$ cat src/design/tlca_pkg.sv
package tlca_pkg;

   localparam int NODE_W = 11;
   localparam int CSR_AW = 3;
   localparam int CSR_DW = 32;

   typedef enum logic [1:0] {
      KIND_EDGE  = 2'd0,
      KIND_QUERY = 2'd1,
      KIND_CLEAR = 2'd2,
      KIND_NOP   = 2'd3
   } kind_type;

   typedef enum logic [1:0] {
      STAT_OK         = 2'd0,
      STAT_BAD_ID     = 2'd1,
      STAT_INCOMPLETE = 2'd2,
      STAT_UNREACHED  = 2'd3
   } status_type;

   // register index, taken from paddr[2]
   localparam logic REG_NODE_COUNT = 1'b0;
   localparam logic REG_ROOT_NODE  = 1'b1;

   typedef enum logic [4:0] {
      OP_NONE,
      OP_ACCEPT,
      OP_BUILD_START,
      OP_CLR_MARK,
      OP_INIT_ROOT,
      OP_POP,
      OP_POP_LATCH,
      OP_EDGE_READ,
      OP_MARK_READ,
      OP_VISIT,
      OP_LVL_INIT,
      OP_LVL_READ1,
      OP_LVL_READ2,
      OP_LVL_WRITE,
      OP_BUILT,
      OP_DEPTH_A,
      OP_DEPTH_B,
      OP_ORDER,
      OP_UP_READ,
      OP_UP_SKIP,
      OP_UP_LATCH,
      OP_DOWN_INIT,
      OP_DU_READ,
      OP_DV_READ,
      OP_DCMP,
      OP_FINISH
   } op_type;

   typedef struct packed {
      logic bad_id;
      logic too_few;
      logic built;
      logic all_reached;
      logic clr_last;
      logic queue_empty;
      logic scan_done;
      logic edge_hit;
      logic marked;
      logic lvl_done;
      logic diff_bit;
      logic u_eq_v;
      logic k_zero;
   } dp_stat_type;

endpackage

$ cat src/design/tlca_ctrl.sv
module tlca_ctrl (
   input  logic                  clock,
   input  logic                  reset,
   input  logic                  req_valid,
   input  tlca_pkg::kind_type    req_kind,
   input  logic                  out_free,
   input  tlca_pkg::dp_stat_type stat,
   output tlca_pkg::op_type      op,
   output logic                  req_ready,
   output logic                  res_load,
   output tlca_pkg::status_type  res_status
);

   typedef enum logic [4:0] {
      S_IDLE, S_CHECK, S_CLR, S_INIT, S_POP, S_POPW, S_SCAN, S_EMATCH, S_MCHK,
      S_LVL_INIT, S_LVL_CHK, S_LREAD2, S_LWRITE, S_BUILT, S_REACH, S_QD2, S_QD3,
      S_UP, S_UPW, S_EQ, S_DU, S_DV, S_DCMP, S_FIN0, S_FIN1, S_DONE
   } state_type;

   state_type            state_ff, state_in;
   tlca_pkg::status_type code_ff, code_in;

   assign req_ready  = (state_ff == S_IDLE);
   assign res_load   = (state_ff == S_DONE) && out_free;
   assign res_status = code_ff;

   // sequence the request checks, the build walk, the level fill and the lifting
   always_comb begin
      state_in = state_ff;
      code_in  = code_ff;
      op       = tlca_pkg::OP_NONE;
      unique case (state_ff)
         S_IDLE: begin
            if (req_valid) begin
               op = tlca_pkg::OP_ACCEPT;
               if (req_kind == tlca_pkg::KIND_QUERY) state_in = S_CHECK;
            end
         end
         S_CHECK: begin
            if (stat.bad_id) begin
               code_in  = tlca_pkg::STAT_BAD_ID;
               state_in = S_DONE;
            end else if (stat.too_few) begin
               code_in  = tlca_pkg::STAT_INCOMPLETE;
               state_in = S_DONE;
            end else if (!stat.built) begin
               op       = tlca_pkg::OP_BUILD_START;
               state_in = S_CLR;
            end else begin
               state_in = S_REACH;
            end
         end
         S_CLR: begin
            op = tlca_pkg::OP_CLR_MARK;
            if (stat.clr_last) state_in = S_INIT;
         end
         S_INIT: begin
            op       = tlca_pkg::OP_INIT_ROOT;
            state_in = S_POP;
         end
         S_POP: begin
            if (stat.queue_empty) begin
               state_in = S_LVL_INIT;
            end else begin
               op       = tlca_pkg::OP_POP;
               state_in = S_POPW;
            end
         end
         S_POPW: begin
            op       = tlca_pkg::OP_POP_LATCH;
            state_in = S_SCAN;
         end
         S_SCAN: begin
            if (stat.scan_done) begin
               state_in = S_POP;
            end else begin
               op       = tlca_pkg::OP_EDGE_READ;
               state_in = S_EMATCH;
            end
         end
         S_EMATCH: begin
            if (stat.edge_hit) begin
               op       = tlca_pkg::OP_MARK_READ;
               state_in = S_MCHK;
            end else begin
               state_in = S_SCAN;
            end
         end
         S_MCHK: begin
            if (!stat.marked) op = tlca_pkg::OP_VISIT;
            state_in = S_SCAN;
         end
         S_LVL_INIT: begin
            op       = tlca_pkg::OP_LVL_INIT;
            state_in = S_LVL_CHK;
         end
         S_LVL_CHK: begin
            if (stat.lvl_done) begin
               state_in = S_BUILT;
            end else begin
               op       = tlca_pkg::OP_LVL_READ1;
               state_in = S_LREAD2;
            end
         end
         S_LREAD2: begin
            op       = tlca_pkg::OP_LVL_READ2;
            state_in = S_LWRITE;
         end
         S_LWRITE: begin
            op       = tlca_pkg::OP_LVL_WRITE;
            state_in = S_LVL_CHK;
         end
         S_BUILT: begin
            op       = tlca_pkg::OP_BUILT;
            state_in = S_REACH;
         end
         S_REACH: begin
            if (!stat.all_reached) begin
               code_in  = tlca_pkg::STAT_UNREACHED;
               state_in = S_DONE;
            end else begin
               op       = tlca_pkg::OP_DEPTH_A;
               state_in = S_QD2;
            end
         end
         S_QD2: begin
            op       = tlca_pkg::OP_DEPTH_B;
            state_in = S_QD3;
         end
         S_QD3: begin
            op       = tlca_pkg::OP_ORDER;
            state_in = S_UP;
         end
         S_UP: begin
            if (stat.lvl_done) begin
               state_in = S_EQ;
            end else if (stat.diff_bit) begin
               op       = tlca_pkg::OP_UP_READ;
               state_in = S_UPW;
            end else begin
               op = tlca_pkg::OP_UP_SKIP;
            end
         end
         S_UPW: begin
            op       = tlca_pkg::OP_UP_LATCH;
            state_in = S_UP;
         end
         S_EQ: begin
            if (stat.u_eq_v) begin
               code_in  = tlca_pkg::STAT_OK;
               state_in = S_DONE;
            end else begin
               op       = tlca_pkg::OP_DOWN_INIT;
               state_in = S_DU;
            end
         end
         S_DU: begin
            op       = tlca_pkg::OP_DU_READ;
            state_in = S_DV;
         end
         S_DV: begin
            op       = tlca_pkg::OP_DV_READ;
            state_in = S_DCMP;
         end
         S_DCMP: begin
            op       = tlca_pkg::OP_DCMP;
            state_in = stat.k_zero ? S_FIN0 : S_DU;
         end
         S_FIN0: begin
            op       = tlca_pkg::OP_DU_READ;
            state_in = S_FIN1;
         end
         S_FIN1: begin
            op       = tlca_pkg::OP_FINISH;
            code_in  = tlca_pkg::STAT_OK;
            state_in = S_DONE;
         end
         S_DONE: begin
            if (out_free) state_in = S_IDLE;
         end
         default: state_in = S_IDLE;
      endcase
   end

   always_ff @(posedge clock) begin
      if (reset) begin
         state_ff <= S_IDLE;
         code_ff  <= tlca_pkg::STAT_OK;
      end else begin
         state_ff <= state_in;
         code_ff  <= code_in;
      end
   end

endmodule

$ cat config.mk
export PLATFORM = sky130hd
export DESIGN_NAME = tlca_ctrl
export DESIGN_NICKNAME = d
export VERILOG_FILES = /design/src/design/tlca_pkg.sv /design/src/design/tlca_ctrl.sv
export SDC_FILE = /design/constraint.sdc
export NUM_CORES = 1
export LEC_CHECK = 0
export ABC_CLOCK_PERIOD_IN_PS = 1600
export BUFFER_PORTS_ARGS = -buffer_cell sky130_fd_sc_hd__buf_2
export CAP_MARGIN = 15
export CORE_UTILIZATION = 50
export CTS_BUF_LIST = sky130_fd_sc_hd__clkbuf_4 sky130_fd_sc_hd__clkbuf_8
export DETAILED_ROUTE_END_ITERATION = 8
export GPL_TIMING_DRIVEN = 0
export PLACE_DENSITY = 0.86
export SETUP_SLACK_MARGIN = 0.5
export SYNTH_ARGS = -nofsm -noshare
export SYNTH_HDL_FRONTEND = slang
export SYNTH_SLANG_ARGS = --single-unit
$ cat constraint.sdc
create_clock -name clock -period 1.6 [get_ports clock]
set_input_delay 0.16 -clock clock [delete_from_list [all_inputs] [get_ports clock]]
set_output_delay 0.16 -clock clock [all_outputs]
set_load 0.005 [all_outputs]
==> impl_metrics.json, run 1 <==
{
  "regToRegEndpoint": "state_ff[0]$_SDFFE_PP0P_",
  "cpMostUsedCell": "o21ai_1",
  "num_rows": 17,
  "maxSlewViolCount": 0,
  "clk-insertion-delay-late_ps": 280,
  "period_share": 1.37,
  "p_clk_frac": 0.053,
  "ir_drop_uv": 1290,
  "crit_slowest_cell": "dfxtp_1",
  "hold_slack_ps": 191,
  "core-area_mm2": 0.00223,
  "synth_top_area_cell": "dfxtp_1",
  "io_pins": 28,
  "layout.nets": 237,
  "area_growth_syn_to_layout_pct": 57.3,
  "max_slew_margin": 0.603,
  "avgViaCountPerCell": 7.72,
  "fin_worst_skew_ps": 14.0,
  "gr-total-overflow": 0,
  "root_buffer": "clkbuf_4",
  "cp_max_fo": 5,
  "layout-drive-gt1-share": 0.539,
  "cts_buffers": 3,
  "finalWirelength_um": 6600,
  "p_sw_frac": 0.516,
  "finalWorstSetupSlack_ps": -593,
  "routed-via-count": 1892,
  "cts_sinks": 7,
  "cp-end-kind": "output pin",
  "yosys.cell_types.count": 58,
  "cts_buffer_depth": 2,
  "dieArea_mm2": 0.00261,
  "worstSetupStartpointType": "flop",
  "synthTopCellsByArea": "dfxtp_1 (12%), a21oi_1 (4.6%), nor2_1 (4.1%)",
  "drc": 0,
  "pre_cts_ws_ps": -201,
  "clock.fmax_ghz": 0.456,
  "min_path_type": "in -> reg",
  "power_frac_seq": 0.082,
  "dr.first_iter.drc_count": 222,
  "path_cells": "buf_6 -> buf_4 -> nand2b_1 -> o21ai_1 -> and2_1 -> nor4_1 -> o21ai_1 -> buf_2",
  "ant_nets": 0,
  "cp.required_ps": 1440,
  "r2r-start": "state_ff[3]$_SDFFE_PP0P_",
  "min_path_cells": 3,
  "maxCapViolCount": 0,
  "syn_area_mm2": 0.00120,
  "globalRouteTotalUtil": 0.467,
  "start_util": 0.539,
  "path_clk_slew_ps": 70,
  "async_reset_ff_frac": 0,
  "postCtsHoldBufs": 0,
  "die-width_um": 51.1,
  "violations": "negative setup slack",
  "synth_seq_cells": 7,
  "cellPowerDensity_mw_per_mm2": 2050,
  "synth_top_area_share": 0.116,
  "yosysWarnings": 0,
  "crit_type": "reg -> out",
  "netlist_instances": 165,
  "path_buf_inv": 3,
  "holdPathEnd": "res_status[0]$_SDFFE_PP0P_",
  "dieHeight_um": 51.1,
  "finalSetupViolCount": 13,
  "antenna_cells": 0,
  "grt_pass1_vias": 1698,
  "rsz0062_at_grt": "yes",
  "place_congestion": 0.974,
  "grt_max_degree": 11,
  "syn_nets": 184,
  "combPwrFrac": 0.865,
  "outcome": "finished, violations left",
  "cts_tree": "done",
  "cts_max_level": 1,
  "avgSynthCellArea_um2": 7.29,
  "cp.arrival_ps": 2030,
  "grt_antenna_before_repair": 1,
  "finalCriticalPeriod_ps": 2190,
  "final_cell_mix": "buf_2 (27), buf_4 (19), buf_6 (13)",
  "hold_violations": 0,
  "fin_util": 0.848,
  "numPortBuffers": 27,
  "power_leakage_nw": 0.790,
  "p_int_mw": 1.87,
  "synth_flop_cell": "dfxtp_1",
  "min_from": "stat[12]",
  "rr_worst_depth": 7,
  "synth_edf_count": 0,
  "power_switching_mw": 2.00,
  "slowest_delay_ps": 360,
  "seq_area_frac_synth": 0.116,
  "grt_pass1_wl_um": 8910,
  "final_common_cell": "buf_2",
  "dpl.hpwl_um": 3230,
  "first_pass_iters": 7,
  "routedWlPerCell_um": 26.9,
  "worst_pin_slew_ps": 593,
  "reg2reg_slack_ps": -390,
  "crit_family": "simple AND/OR/NAND/NOR gates"
}
cells in the mapped netlist (all sizes together) (2+ instances only):
| library cell | number |
|---|---|
| nor2 | 14 |
| buf | 13 |
| a21oi | 11 |
| nand2 | 11 |
| o21ai | 10 |
| nand2b | 8 |
| dfxtp | 7 |
| nor2b | 7 |
| inv | 6 |
| nand3 | 6 |
| nand3b | 6 |
| nor3 | 6 |
| a21o | 4 |
| a311oi | 4 |
| a31oi | 4 |
| or3 | 4 |
| nand4 | 3 |
| nor4 | 3 |
| o211ai | 3 |
| a2111oi | 2 |
| a22oi | 2 |
| and3b | 2 |
| clkbuf | 2 |
| mux2i | 2 |
| nor3b | 2 |
| o21bai | 2 |
| o221ai | 2 |
| o32ai | 2 |
| or2 | 2 |
power by group through the flow:
stage	combinational, mW	sequential, mW	clock, mW
after global placement	2.21	0.291	0
final	3.35	0.316	0.207
after floorplan	1.69	0.289	0
after global routing	3.48	0.314	0.208
after detailed placement	2.22	0.296	0
after CTS	2.78	0.299	0.185
state kept, by name, indices dropped and copies added (netlist names):
name,flops
res_status,2
state_ff,5
layer usage:
metal  routed length (um)  part of all wire  up-vias  GRT usage
met2                 2710              0.41      238      0.735
li1                     -                 -      727          -
met3                  982              0.15      102      0.170
met1                 2150              0.33      825      0.540
met5                    0                 0        -          0
met4                  753              0.11        0      0.269
worst max path at each step:
stage,start,depth (start not counted),to,slack [ps]
after floorplan,state_ff[0]$_SDFFE_PP0P_,6,state_ff[4]$_SDFFE_PP0P_,10
after global placement,state_ff[2]$_SDFFE_PP0P_,6,op[0],-230
after detailed placement,state_ff[2]$_SDFFE_PP0P_,6,op[0],-200
after CTS,state_ff[3]$_SDFFE_PP0P_,6,op[0],-370
after global routing,state_ff[0]$_SDFFE_PP0P_,8,op[2],-620
final,state_ff[1]$_SDFFE_PP0P_,8,op[1],-590
worst register-to-register path, cell delays in order, from the launching register on:
cell and delay, ps:
dfxtp_2 320, buf_6 120, buf_6 150, and3b_2 250, a21oi_1 160, o32ai_1 120
a2111oi_1 570, o31ai_2 160
logic make-up (layout without fill, tap and decap cells):
family,Yosys count,count (layout),synth area share
fa+ha+maj,1,1,0.00832
compound gates,55,55,0.341
simple gates,79,79,0.412
buf+inv,21,73,0.106
flops,7,7,0.116
mux,2,2,0.0166
area by class of cell:
class / count / area (um^2)
repair buffers: 48 / 312
fillers: 113 / 340
flip-flops and latches: 7 / 145
well taps: 28 / 35.0
plain buffers: 15 / 186
inverters: 6 / 22.5
multi-input cells: 137 / 1160
clock buffers: 4 / 30.0
timing repair:
action	CTS	global route
gates resized for setup	35	19
setup endpoints to repair	14	14
setup buffers	21	0
pin swaps	18	7
through the flow:
stage | instances | area, um^2 | total power, mW | TNS [ps]
5_1_grt | 245 | 1890 | 4.00 | -4370
3_5_place_dp | 220 | 1460 | 2.52 | -939
3_3_place_gp | 220 | 1460 | 2.50 | -794
6_report | 245 | 1890 | 3.88 | -3770
4_1_cts | 245 | 1800 | 3.26 | -2110
2_1_floorplan | 165 | 1290 | 1.98 | 0
Note: power is estimated with default switching activity, not from simulation.
==> run 2: changes to the inputs <==
--- a/config.mk
+++ b/config.mk
@@ -13,6 +13,7 @@
 export DETAILED_ROUTE_END_ITERATION = 8
 export GPL_TIMING_DRIVEN = 0
 export PLACE_DENSITY = 0.86
+export RECOVER_POWER = 25
 export SETUP_SLACK_MARGIN = 0.5
 export SYNTH_ARGS = -nofsm -noshare
 export SYNTH_HDL_FRONTEND = slang
==> run 2 against run 1 <==
Compared with the run above: register-to-register slack got worse by 50 ps; critical path type unchanged; maximum frequency up 0.94%; worst setup slack improved by 20 ps; core utilization is 0.056 points lower; sequential power about the same; largest power group unchanged; the run still ends with negative setup slack left; non-clock buffer count unchanged.
==> impl_metrics.json, run 2 (same netlist as run 1, synthesis figures left out) <==
{
  "first_pass_iters": 7,
  "io_pins": 28,
  "cp.required_ps": 1440,
  "crit_type": "reg -> out",
  "dieArea_mm2": 0.00261,
  "fin_worst_skew_ps": 13.9,
  "start_util": 0.539,
  "avgViaCountPerCell": 7.78,
  "max_slew_margin": 0.571,
  "largest_reg_flops": 5,
  "cts_max_level": 1,
  "num_rows": 17,
  "die-width_um": 51.1,
  "finalSetupViolCount": 12,
  "min_path_type": "in -> reg",
  "worst_pin_slew_ps": 642,
  "dr.first_iter.drc_count": 222,
  "cts_buffer_depth": 2,
  "area_growth_syn_to_layout_pct": 57.2,
  "dpl_cell_area_mm2": 0.00146,
  "root_buffer": "clkbuf_4",
  "grt_max_degree": 11,
  "finalWirelength_um": 6690,
  "pre_cts_ws_ps": -201,
  "tns_ps": -3850,
  "ir_drop_uv": 1280,
  "gr-total-overflow": 0,
  "grt_pass1_wl_um": 8910,
  "antenna_cells": 0,
  "maxSlewViolCount": 0,
  "drc": 0,
  "core-area_mm2": 0.00223,
  "cts_sinks": 7,
  "cts_buffers": 3,
  "finalWorstSetupSlack_ps": -572,
  "cp-end-kind": "output pin",
  "grt_antenna_before_repair": 1,
  "power_leakage_nw": 0.786,
  "hold_violations": 0,
  "rsz0062_at_grt": "yes",
  "clock.fmax_ghz": 0.460,
  "cts_tree": "done",
  "violations": "negative setup slack",
  "outcome": "finished, violations left",
  "nFillCells": 112,
  "cp_max_fo": 10,
  "fin_area_mm2": 0.00189,
  "place_congestion": 0.974,
  "cellPowerDensity_mw_per_mm2": 2060,
  "routed-via-count": 1905,
  "dpl.hpwl_um": 3230,
  "finalCriticalPeriod_ps": 2170,
  "period_share": 1.36,
  "clk-insertion-delay-late_ps": 290,
  "dieHeight_um": 51.1,
  "layout.nets": 237,
  "dp.cells": 220,
  "path_clk_slew_ps": 70,
  "fin_cells": 245,
  "globalRouteTotalUtil": 0.467,
  "final_cell_mix": "buf_2 (26), buf_4 (19), buf_6 (13)",
  "final_common_cell": "buf_2",
  "ant_nets": 0,
  "layout-drive-gt1-share": 0.535,
  "top_register": "state_ff",
  "routedWlPerCell_um": 27.3,
  "numPortBuffers": 27,
  "grt_pass1_vias": 1698,
  "cp.arrival_ps": 2010,
  "maxCapViolCount": 0,
  "worstSetupStartpointType": "flop"
}
run 2: cell count changes in the layout (fill, tap and decap cells not counted):
cell / before / now
clkbuf_1: 0 / 1
buf_2: 27 / 26
run 2: repair_timing:
| action | 4_1_cts | 5_1_grt |
|---|---|---|
| setup buffers | 21 | 0 |
| hold buffers | 0 | 0 |
| endpoints found under the setup margin | 14 | 14 |
| pin swaps | 18 | 7 |
| gates cloned | 0 | 0 |
| gates resized for setup | 35 | 19 |
| endpoints found under the hold margin | 0 | 0 |
run 2: layout make-up:
type / count / area (um^2) / share of cell area
inverters: 6 / 22.5 / 0.0119
repair buffers: 48 / 310 / 0.164
flip-flops and latches: 7 / 145 / 0.0767
multi-input cells: 137 / 1160 / 0.614
clock buffers: 4 / 30.0 / 0.0159
well taps: 28 / 35.0 / 0.0185
plain buffers: 15 / 186 / 0.0985
run 2: metal layers:
layer / share of wire / routed length [um] / track usage / up-vias
li1: - / - / - / 729
met1: 0.33 / 2180 / 0.540 / 822
met2: 0.41 / 2750 / 0.735 / 243
met3: 0.15 / 999 / 0.170 / 109
met4: 0.11 / 745 / 0.269 / 2
met5: 0.0019 / 13 / 0 / -
run 2: report_power, final:
part	switching [mW]	internal, mW
registers	0.0583	0.258
logic	1.87	1.50
clock network	0.0942	0.114
total	2.02	1.87
run 2: worst max-delay path, stage by stage, from the launching register on:
cell,delay (ps)
dfxtp_2,340
buf_6,130
buf_4,190
nand2b_1,140
a21o_1,220
o221ai_1,150
nor2_1,230
o21ai_1,150
buf_2,160
run 2: worst paths after layout:
check,to,depth (start not counted),startpoint,slack (ps)
setup / recovery,op[2],8,state_ff[0]$_SDFFE_PP0P_,-570
hold / removal,res_status[0]$_SDFFE_PP0P_,3,stat[12],190
setup reg to reg,state_ff[0]$_SDFFE_PP0P_,7,state_ff[3]$_SDFFE_PP0P_,-440
hold reg to reg,res_status[0]$_SDFFE_PP0P_,2,res_status[0]$_SDFFE_PP0P_,500
run 2: through the flow:
step	power, mW	hold slack, ps	utilization
floorplan	1.98	225	-
global route	4.00	200	0.847
global placement	2.50	444	0.653
CTS	3.26	185	0.806
finish	3.89	189	0.847
detailed placement	2.52	455	0.653
